==> src/hw/rtl/ioct_pkg.sv <==
package ioct_pkg;

  localparam int MAX_ENTRIES = 1024;
  localparam int ADDR_W      = $clog2(MAX_ENTRIES);
  localparam int CNT_W       = 11;

  typedef enum logic [2:0] {
    ST_CLEAR,
    ST_IDLE,
    ST_CHECK,
    ST_WALK,
    ST_DONE
  } st_t;

  typedef struct packed {
    logic              we;
    logic [ADDR_W-1:0] waddr;
    logic              wdata;
    logic              re;
    logic [ADDR_W-1:0] raddr;
  } mem_req_t;

  typedef struct packed {
    logic [CNT_W-1:0] prefix_length;
    logic             all_in_prefix;
    logic [CNT_W-1:0] moment_count;
    logic             bad_position;
  } res_t;

endpackage

==> src/hw/rtl/in_order_completion_tracker_top.sv <==
// channel | direction | handshake            | payload
// in      | input     | in_valid / in_stall   | in_position
// out     | output    | out_valid / out_stall | out_prefix_length, out_all_in_prefix,
//         |           |                       | out_moment_count, out_bad_position
// cfg     | input     | cfg_valid / cfg_ready | cfg_num_entries
//
// After reset all 1024 marks in the RAM are cleared with in_stall high.
// A rejected or held request is answered from the check state; one that extends
// the prefix goes on to a walk that reads one mark after another (the marks walked
// over, then the clear one unless the count stops it) before its result is given.
// A result waits in the output register; the next request is taken meanwhile.
// cfg writes are taken every cycle.
module in_order_completion_tracker_top
  import ioct_pkg::*;
(
  input  logic             clk,
  input  logic             rst_n,
  input  logic             in_valid,
  output logic             in_stall,
  input  logic [CNT_W-1:0] in_position,
  output logic             out_valid,
  input  logic             out_stall,
  output logic [CNT_W-1:0] out_prefix_length,
  output logic             out_all_in_prefix,
  output logic [CNT_W-1:0] out_moment_count,
  output logic             out_bad_position,
  input  logic             cfg_valid,
  output logic             cfg_ready,
  input  logic [CNT_W-1:0] cfg_num_entries
);

  mem_req_t mem_req;
  logic     mem_rdata;
  logic     res_valid;
  logic     res_ready;
  res_t     res;

  assign cfg_ready = 1'b1;

  ioct_ram #(
    .WIDTH(1),
    .DEPTH(MAX_ENTRIES)
  ) u_ram (
    .clk  (clk),
    .we   (mem_req.we),
    .waddr(mem_req.waddr),
    .wdata(mem_req.wdata),
    .re   (mem_req.re),
    .raddr(mem_req.raddr),
    .rdata(mem_rdata)
  );

  ioct_seq u_seq (
    .clk         (clk),
    .rst_n       (rst_n),
    .cfg_we      (cfg_valid && cfg_ready),
    .cfg_data    (cfg_num_entries),
    .req_valid   (in_valid),
    .req_stall   (in_stall),
    .req_position(in_position),
    .mem_req     (mem_req),
    .mem_rdata   (mem_rdata),
    .res_valid   (res_valid),
    .res_ready   (res_ready),
    .res         (res)
  );

  ioct_out u_out (
    .clk              (clk),
    .rst_n            (rst_n),
    .res_valid        (res_valid),
    .res_ready        (res_ready),
    .res              (res),
    .out_valid        (out_valid),
    .out_stall        (out_stall),
    .out_prefix_length(out_prefix_length),
    .out_all_in_prefix(out_all_in_prefix),
    .out_moment_count (out_moment_count),
    .out_bad_position (out_bad_position)
  );

endmodule

==> src/hw/rtl/ioct_ram.sv <==
module ioct_ram #(
  parameter int WIDTH = 1,
  parameter int DEPTH = 1024
) (
  input  logic                     clk,
  input  logic                     we,
  input  logic [$clog2(DEPTH)-1:0] waddr,
  input  logic [WIDTH-1:0]         wdata,
  input  logic                     re,
  input  logic [$clog2(DEPTH)-1:0] raddr,
  output logic [WIDTH-1:0]         rdata
);

  logic [WIDTH-1:0] mem [DEPTH];
  logic [WIDTH-1:0] rdata_r;

  always_ff @(posedge clk) begin
    if (we) begin
      mem[waddr] <= wdata;
    end
    if (re) begin
      rdata_r <= mem[raddr];
    end
  end

  assign rdata = rdata_r;

endmodule

==> src/hw/rtl/ioct_seq.sv <==
module ioct_seq
  import ioct_pkg::*;
(
  input  logic             clk,
  input  logic             rst_n,
  input  logic             cfg_we,
  input  logic [CNT_W-1:0] cfg_data,
  input  logic             req_valid,
  output logic             req_stall,
  input  logic [CNT_W-1:0] req_position,
  output mem_req_t         mem_req,
  input  logic             mem_rdata,
  output logic             res_valid,
  input  logic             res_ready,
  output res_t             res
);

  st_t               state_r, state_nxt;
  logic [ADDR_W-1:0] clr_addr_r, clr_addr_nxt;
  logic [CNT_W-1:0]  num_r, num_nxt;
  logic [CNT_W-1:0]  pos_r, pos_nxt;
  logic [CNT_W-1:0]  n_r, n_nxt;
  logic [CNT_W-1:0]  walk_r, walk_nxt;
  logic [CNT_W-1:0]  prefix_r, prefix_nxt;
  logic [CNT_W-1:0]  pend_r, pend_nxt;
  logic [CNT_W-1:0]  moments_r, moments_nxt;

  logic [CNT_W-1:0]  n_eff;
  logic [CNT_W-1:0]  pos_m1;
  logic [CNT_W-1:0]  pos_r_m1;
  logic [CNT_W-1:0]  walk_inc;
  logic [CNT_W-1:0]  prefix_inc;
  logic              bad;

  assign n_eff      = (num_r > CNT_W'(MAX_ENTRIES)) ? CNT_W'(MAX_ENTRIES) : num_r;
  assign pos_m1     = req_position - CNT_W'(1);
  assign pos_r_m1   = pos_r - CNT_W'(1);
  assign walk_inc   = walk_r + CNT_W'(1);
  assign prefix_inc = prefix_r + CNT_W'(1);
  assign bad        = (pos_r == '0) || (pos_r > n_r) || (pos_r <= prefix_r) || mem_rdata;

  always_ff @(posedge clk) begin
    if (!rst_n) begin
      state_r    <= ST_CLEAR;
      clr_addr_r <= '0;
      num_r      <= CNT_W'(MAX_ENTRIES);
      prefix_r   <= '0;
      pend_r     <= '0;
      moments_r  <= '0;
    end else begin
      state_r    <= state_nxt;
      clr_addr_r <= clr_addr_nxt;
      num_r      <= num_nxt;
      prefix_r   <= prefix_nxt;
      pend_r     <= pend_nxt;
      moments_r  <= moments_nxt;
    end
  end

  always_ff @(posedge clk) begin
    pos_r  <= pos_nxt;
    n_r    <= n_nxt;
    walk_r <= walk_nxt;
  end

  always_comb begin
    state_nxt    = state_r;
    clr_addr_nxt = clr_addr_r;
    num_nxt      = cfg_we ? cfg_data : num_r;
    pos_nxt      = pos_r;
    n_nxt        = n_r;
    walk_nxt     = walk_r;
    prefix_nxt   = prefix_r;
    pend_nxt     = pend_r;
    moments_nxt  = moments_r;

    req_stall     = 1'b1;
    mem_req       = '0;
    res_valid     = 1'b0;
    res.prefix_length = prefix_r;
    res.all_in_prefix = (pend_r == '0);
    res.moment_count  = moments_r;
    res.bad_position  = 1'b0;

    case (state_r)
      ST_CLEAR: begin
        mem_req.we    = 1'b1;
        mem_req.waddr = clr_addr_r;
        clr_addr_nxt  = clr_addr_r + ADDR_W'(1);
        if (clr_addr_r == '1) begin
          state_nxt = ST_IDLE;
        end
      end
      ST_IDLE: begin
        req_stall = 1'b0;
        if (req_valid) begin
          pos_nxt       = req_position;
          n_nxt         = n_eff;
          mem_req.re    = 1'b1;
          mem_req.raddr = pos_m1[ADDR_W-1:0];
          state_nxt     = ST_CHECK;
        end
      end
      ST_CHECK: begin
        if (bad) begin
          res.bad_position = 1'b1;
          if (res_ready) begin
            res_valid = 1'b1;
            state_nxt = ST_IDLE;
          end
        end else if (pos_r == prefix_inc) begin
          walk_nxt = pos_r;
          if (pos_r < n_r) begin
            mem_req.re    = 1'b1;
            mem_req.raddr = pos_r[ADDR_W-1:0];
            state_nxt     = ST_WALK;
          end else begin
            state_nxt = ST_DONE;
          end
        end else begin
          res.all_in_prefix = 1'b0;
          if (res_ready) begin
            // hold as pending
            mem_req.we    = 1'b1;
            mem_req.waddr = pos_r_m1[ADDR_W-1:0];
            mem_req.wdata = 1'b1;
            pend_nxt      = pend_r + CNT_W'(1);
            res_valid     = 1'b1;
            state_nxt     = ST_IDLE;
          end
        end
      end
      ST_WALK: begin
        if (mem_rdata) begin
          mem_req.we    = 1'b1;
          mem_req.waddr = walk_r[ADDR_W-1:0];
          walk_nxt      = walk_inc;
          if (pend_r != '0) begin
            pend_nxt = pend_r - CNT_W'(1);
          end
          if (walk_inc < n_r) begin
            mem_req.re    = 1'b1;
            mem_req.raddr = walk_inc[ADDR_W-1:0];
          end else begin
            state_nxt = ST_DONE;
          end
        end else begin
          state_nxt = ST_DONE;
        end
      end
      ST_DONE: begin
        res.prefix_length = walk_r;
        res.moment_count  = (pend_r == '0) ? moments_r + CNT_W'(1) : moments_r;
        if (res_ready) begin
          res_valid   = 1'b1;
          prefix_nxt  = walk_r;
          moments_nxt = res.moment_count;
          state_nxt   = ST_IDLE;
        end
      end
      default: begin
        state_nxt = ST_IDLE;
      end
    endcase
  end

endmodule

==> src/hw/rtl/ioct_out.sv <==
module ioct_out
  import ioct_pkg::*;
(
  input  logic             clk,
  input  logic             rst_n,
  input  logic             res_valid,
  output logic             res_ready,
  input  res_t             res,
  output logic             out_valid,
  input  logic             out_stall,
  output logic [CNT_W-1:0] out_prefix_length,
  output logic             out_all_in_prefix,
  output logic [CNT_W-1:0] out_moment_count,
  output logic             out_bad_position
);

  logic out_valid_r, out_valid_nxt;
  res_t res_r, res_nxt;

  assign res_ready = !out_valid_r || !out_stall;

  always_comb begin
    out_valid_nxt = out_valid_r;
    res_nxt       = res_r;
    if (res_ready) begin
      out_valid_nxt = res_valid;
      if (res_valid) begin
        res_nxt = res;
      end
    end
  end

  always_ff @(posedge clk) begin
    if (!rst_n) begin
      out_valid_r <= 1'b0;
    end else begin
      out_valid_r <= out_valid_nxt;
    end
  end

  always_ff @(posedge clk) begin
    res_r <= res_nxt;
  end

  assign out_valid         = out_valid_r;
  assign out_prefix_length = res_r.prefix_length;
  assign out_all_in_prefix = res_r.all_in_prefix;
  assign out_moment_count  = res_r.moment_count;
  assign out_bad_position  = res_r.bad_position;

endmodule

==> config.mk <==
export PLATFORM = sky130hd
export DESIGN_NAME = in_order_completion_tracker_top
export DESIGN_NICKNAME = d
export VERILOG_FILES = /design/src/hw/rtl/ioct_pkg.sv /design/src/hw/rtl/in_order_completion_tracker_top.sv /design/src/hw/rtl/ioct_ram.sv /design/src/hw/rtl/ioct_seq.sv /design/src/hw/rtl/ioct_out.sv
export SDC_FILE = /design/constraint.sdc
export NUM_CORES = 2
export LEC_CHECK = 0
export ABC_AREA = 1
export BUFFER_PORTS_ARGS = -buffer_cell sky130_fd_sc_hd__buf_2
export CORE_MARGIN = 1
export CORE_UTILIZATION = 56
export DETAILED_ROUTE_END_ITERATION = 8
export PLACE_DENSITY = 0.72
export SYNTH_ARGS = -nofsm -noshare
export SYNTH_HDL_FRONTEND = slang
export SYNTH_SLANG_ARGS = --single-unit
==> constraint.sdc <==
create_clock -name clk -period 11.6 [get_ports clk]
set_input_delay 1.16 -clock clk [delete_from_list [all_inputs] [get_ports clk]]
set_output_delay 1.16 -clock clk [all_outputs]
set_load 0.02 [all_outputs]
Yosys cells after proc, flatten, opt, wreduce, memory -nomap -nowiden --
Memory sizes are Yosys's and may differ from the RTL's. A register that Yosys moved wholly into a read port is not among the register bits. Index checks and enable logic that the tools add are counted.
Storage, ports and cells: register bits 115, memory bits (writable) 1024, input bits 27, output and inout bits 27, logic and storage cells 105, memories 1
Cells by class: $add $sub $neg 8, magnitude comparators 5, eq/ne operators 15, muxes and demuxes 45, reduce and logical (&&, ||, !) cells 17
Memories:
- u_ram.mem | depth 1024, width 1, read ports 1, clocked after Yosys merged registers in 1, write ports 1, line ioct_ram.sv:14 | logic [WIDTH-1:0] mem [DEPTH];
Operators by type and width (count):
- 11-bit two-way mux | 17
- 11-bit case mux with 3 select lines | 2
- 11-bit by 1-bit adder with 11-bit output, second input constant | 4
- 11-bit case mux with 2 select lines | 2
- 12-bit two-way mux | 2
- 3-bit two-way mux | 8
- 23-bit two-way mux | 1
- 11-bit zero test | 2
- 11-bit less-than comparator | 2
- 10-bit by 1-bit subtractor with 10-bit output, second input constant | 2
- 3-bit case mux with 5 select lines | 1
- 11-bit equality test | 1
- 11-bit > comparator | 1
- 11-bit > comparator, second input constant | 1
- 11-bit less-or-equal comparator | 1
- 1-bit two-way mux | 11
- 11-bit nonzero test | 1
- 11-bit by 1-bit subtractor with 11-bit output, second input constant | 1
- 10-bit by 1-bit adder with 10-bit output, second input constant | 1
- 10-bit equality test, second input constant | 1
- 2-bit != test, second input constant | 5
- 3-bit by 2-bit equality test with 1-bit output, second input constant | 2
- 2-bit by 1-bit != test with 1-bit output, second input constant | 3
- 2-bit AND reduction | 3
- other kinds (11) | 15

Logic depth before layout (Yosys ltp) --
depth in word-level cells 8, gate-level depth with buffers 33, gate-level depth less buffers 30

Cells and area by module --
Synthesis repeated with hierarchy kept, for this count alone.
Second synthesis, totals: cells, all modules 5649, area, all modules 53750.3 um2
Modules (own cells, without submodules):
- ioct_ram | instances 1, cells each 4679, area each 46402.0 um2
- ioct_seq | instances 1, cells each 938, area each 6568.8 um2
- ioct_out | instances 1, cells each 30, area each 768.2 um2
- in_order_completion_tracker_top | instances 1, cells each 2, area each 11.3 um2

Worst setup path after synthesis --
OpenSTA, ideal clock, no wires.
path type register -> register, start reg u_seq.pos_r[6], end mem u_ram.mem[832] (enable), setup time 0.300 ns, arrival time 9.711 ns, required time 11.300 ns, path slack 1.589 ns, stages on the path, launching flop included 22, clock period less this slack 10.011 ns, path through edfxtp_1 -> ha_1 -> nand2_1 -> inv_1 -> nand2_1 -> nand2_1 -> nand2_1 -> nand2_1 -> nor2_1 -> inv_1 -> o41ai_1 -> nand3_1 -> nor2_1 -> inv_1 -> nor3_1 -> nand2_1 -> inv_2 -> o21ai_1 -> a31oi_1 -> nand2_1 -> clkbuf_1 -> nor2_1
On the way: word-level cells in the longest chain between the ends 8
RTL lines:
- start, declared | line ioct_seq.sv:21 | logic [CNT_W-1:0] pos_r, pos_nxt;
- start signal, assigned | line ioct_seq.sv:61 | pos_r <= pos_nxt;
- 11-bit > comparator / 11-bit zero test (equally long branches) | line ioct_seq.sv:40 | assign bad = (pos_r == '0) || (pos_r > n_r) || (pos_r <= prefix_r) || mem_rdata;
- 1-bit logical OR (3 in series) | line ioct_seq.sv:40
- 23-bit two-way mux * | line ioct_seq.sv:105 | if (bad) begin
- 11-bit case mux with 3 select lines * | line ioct_seq.sv:85 | case (state_r)
- 1-bit two-way mux | line ioct_ram.sv:18 | if (we) begin
- 1-bit two-way mux (not written as such) | line ioct_ram.sv:19 | mem[waddr] <= wdata;
- end, declared | line ioct_ram.sv:14
Every way passes the cells marked *; elsewhere a longest branch is shown, timed or not.

Worst setup path in the final report --
start reg u_seq.walk_r[0], end reg u_ram.rdata_r (netlist: u_ram.rdata), read port of u_ram.mem, data pin
On the way: word-level cells in the longest chain between the ends 5
RTL lines:
- start, declared | line ioct_seq.sv:23 | logic [CNT_W-1:0] walk_r, walk_nxt;
- start signal, assigned | line ioct_seq.sv:63 | walk_r <= walk_nxt;
- 11-bit by 1-bit adder with 11-bit output * | line ioct_seq.sv:38 | assign walk_inc = walk_r + CNT_W'(1);
- 11-bit less-than comparator | line ioct_seq.sv:141 | if (walk_inc < n_r) begin
- 11-bit two-way mux * | line ioct_seq.sv:141
- 11-bit two-way mux * | line ioct_seq.sv:134 | if (mem_rdata) begin
- 11-bit case mux with 3 select lines * | line ioct_seq.sv:85
- end, declared | line ioct_ram.sv:15 | logic [WIDTH-1:0] rdata_r;
Marked as above. A chain may end at the register's enable or synchronous reset.

==> flow_summary.yaml <==
run_status:
  status: "finished with violations"
  violations: "max-slew violations"
sta:
  max_freq_ghz: 0.1427
  fin_worst_skew_ns: 0.03339
  slew_violations: 33
  hold_viol_final: 0
  setup_viol: 0
  rsz0062_at_grt: "no"
  slew_headroom_pct: -0.7402
  fin_crit_ns: 7.009
  fin_tns_setup_ns: 0
  period_share_pct: 60.42
  worst_pin_slew_ns: 1.511
grt:
  grt_overflow: 0
  grt_usage_pct: 31.44
  grt_max_degree: 326
  grt_pass1_vias: 39100
  grt_pass1_wl_mm: 231.7
  antenna_found_initial: 2
power:
  power_density_nw_per_um2: 140.6
  clkPwrFrac_pct: 44.2
  power_frac_comb_pct: 1.0
  vdd_drop_max_uv: 126.1
  p_leak_nw: 20.75
  p_sw_mw: 1.653
  swShare_pct: 20.38
  total_power_mw: 8.109
  p_seq_share_pct: 54.8
  p_int_mw: 6.456
worst_setup_path:
  arrival_ns: 7.46
  crit_path_frequent_cell: "nand3_1"
  cp-start-kind: "flip-flop"
  critPathTopFamily: "simple AND/OR/NAND/NOR gates"
  max_stage_delay_ns: 0.76
  slowest_stage: "buf_4"
  path_max_fanout: 187
  crit_type: "reg2reg"
  crit_path_start: "u_seq.walk_r[0]"
  cp.required_ns: 12.05
  r2r-start: "u_seq.walk_r[0]"
  end_kind: "flip-flop"
  cp_num_buf_inv: 2
layout:
  nets: 5486
  n_antenna_cell: 0
  mostFrequentLayoutCell: "nand3_1"
  drive_above_1_share_pct: 6.537
  layout_common_cells: "1,249 x nand3_1, 1,126 x nor2_1, 1,084 x nand2_1, 1,082 x edfxtp_1, 162 x inv_1"
  finalInstanceArea_um2: 57670
  nFillCells: 7847
  instances_no_fill: 6761
  area_growth_pct: 7.842
synthesis:
  yosys-top-cells-area: "edfxtp_1 61%, nand3_1 12%, nor2_1 7.9%"
  synthCells: 5623
  synthArstFlopShare_pct: 0
  yosys_warnings: 0
  synth_top_area_cell: "edfxtp_1"
  synth_edf_count: 1082
  synth_top_area_share_pct: 60.76
  synth-seq-cells: 1140
  syn_area_um2: 53480
  yosys.cell_types.count: 51
  post_synth.cell_area_avg_um2: 9.511
  synth_flop_cell: "edfxtp_1"
  synth_fp_nets: 5698
  ys_seq_area_share_pct: 62.93
floorplan:
  dieArea_um2: 96740
  fp.dieH_um: 311.0
  fp.coreArea_um2: 93890
  pin_count: 54
  rows: 112
  die_w_um: 311.0
  start_util_pct: 56.96
clock_network:
  holdBufCountCts: 0
  cts_max_path_buffers: 3
  cts.reportedPaths.clkPinSlew_ns: 0.07
  cts_sinks: 1140
  cts_resized: 0
  tritoncts: "built"
  clock_latency_ns: 0.71
  cts_root_buffer: "clkbuf_16"
  cts_inserted_buffers: 115
  htree_levels: 3
  cts_post_setup_buffers_inserted: 0
route:
  drt_iter0_markers: 5910
  vias: 41653
  drc: 0
  wl_mm: 156.0
  viasPerCell: 6.161
  postRouteAntennaNets: 0
  first_pass_iters: 8
  post_drt_wl_per_cell_um: 23.07
placed_design:
  place_hpwl_mm: 79.46
  port_buffers: 52
  placed_area_um2: 54090
  gp_congestion: 0.9148
  dp.cells: 6548
flow_run:
  max_cap_violations: 0
min_path:
  hp-start: "u_seq.num_r[1]"
  min_path_type: "reg2reg"
-- path summary, 6_finish.rpt --
| check | to | slack (ns) | depth (start not counted) |
|---|---|---|---|
| worst min register to register | u_seq.num_r[1] | 0.47 | 2 |
| worst min-delay path | u_seq.num_r[1] | 0.47 | 2 |
| worst max-delay path | u_ram.rdata | 4.59 | 28 |
| worst max register to register | u_ram.rdata | 4.59 | 28 |
-- flip-flops by register name, summed over array words and instances (netlist names), 3 cells and up --
signal,flops
u_seq.pend_r,11
u_out.out_moment_count,11
u_seq.clr_addr_r,10
u_seq.prefix_r,11
u_seq.moments_r,11
u_seq.num_r,11
u_out.out_prefix_length,11
u_seq.n_r,11
u_seq.state_r,3
u_seq.pos_r,11
u_ram.mem,1024
u_seq.walk_r,11
-- layer usage --
metal	global-route usage, %	share of wire (%)
met1	41.48	37
met2	50.97	47
met3	5.792	11
met4	13.82	4.8
met5	0	0
-- power groups by stage --
| stage | clock [mW] | sequential [mW] | combinational (mW) |
|---|---|---|---|
| 2_1_floorplan | 0 | 4.53 | 0.0379 |
| 3_3_place_gp | 0 | 4.53 | 0.0794 |
| 3_5_place_dp | 0 | 4.53 | 0.0799 |
| 4_1_cts | 3.60 | 4.44 | 0.0802 |
| 5_1_grt | 3.75 | 4.44 | 0.0849 |
| 6_report | 3.59 | 4.44 | 0.0818 |
-- cell type report --
cell class                      instances  area (um^2)  share of cell area, %
Sequential cell                      1140        33650                  58.35
Multi-Input combinational cell       3847        17290                  29.98
Clock buffer                          154         3137                  5.439
Tap cell                             1254         1569                  2.721
Timing Repair Buffer                  126        865.8                  1.501
Inverter                              181        713.2                  1.237
Clock inverter                         59        444.2                 0.7702
-- through the flow --
step	hold WS [ns]	worst slack, ns	utilization (%)
after global routing	0.4968	4.178	61.43
after global placement	0.4603	4.982	57.61
after CTS	0.4775	4.873	61.43
final	0.4743	4.591	61.43
after floorplan	0.4425	1.589	-
after detailed placement	0.4677	4.909	57.61
-- cells in the mapped netlist (all sizes together), types with 47 or more instances --
library cell / n
dfxtp: 58
ha: 47
nand2: 1117
buf: 218
a21oi: 84
inv: 180
nand3: 1252
clkbuf: 237
o21ai: 100
edfxtp: 1082
nor2: 1133
-- worst register-to-register path: cells and delay by family, from the launching register on --
| kind | cells | cell delay, ns |
|---|---|---|
| buffers and inverters | 2 | 1.87 |
| AOI/OAI and AO/OA | 4 | 0.44 |
| DFF | 1 | 0.50 |
| adders and majority gates | 2 | 0.57 |
| and+or+nand+nor | 19 | 3.09 |
| xor gates and xnor gates | 1 | 0.30 |
-- cell families (layout without fill, tap and decap cells) --
logic type               after synthesis  in the layout  share of synthesized area [%]
multiplexers                           1              1                        0.01872
XOR/XNOR                              35             35                         0.5732
AND/OR/NAND/NOR                     3552           3552                          28.17
other                                  1              1                       0.007012
AO/OA/AOI/OAI                        210            210                          2.108
flip-flops                          1140           1140                          62.93
buffers and inverters                636            520                          5.056
adder cells (fa/ha/maj)               48             48                          1.137
Power figures use the tool's default switching activity.
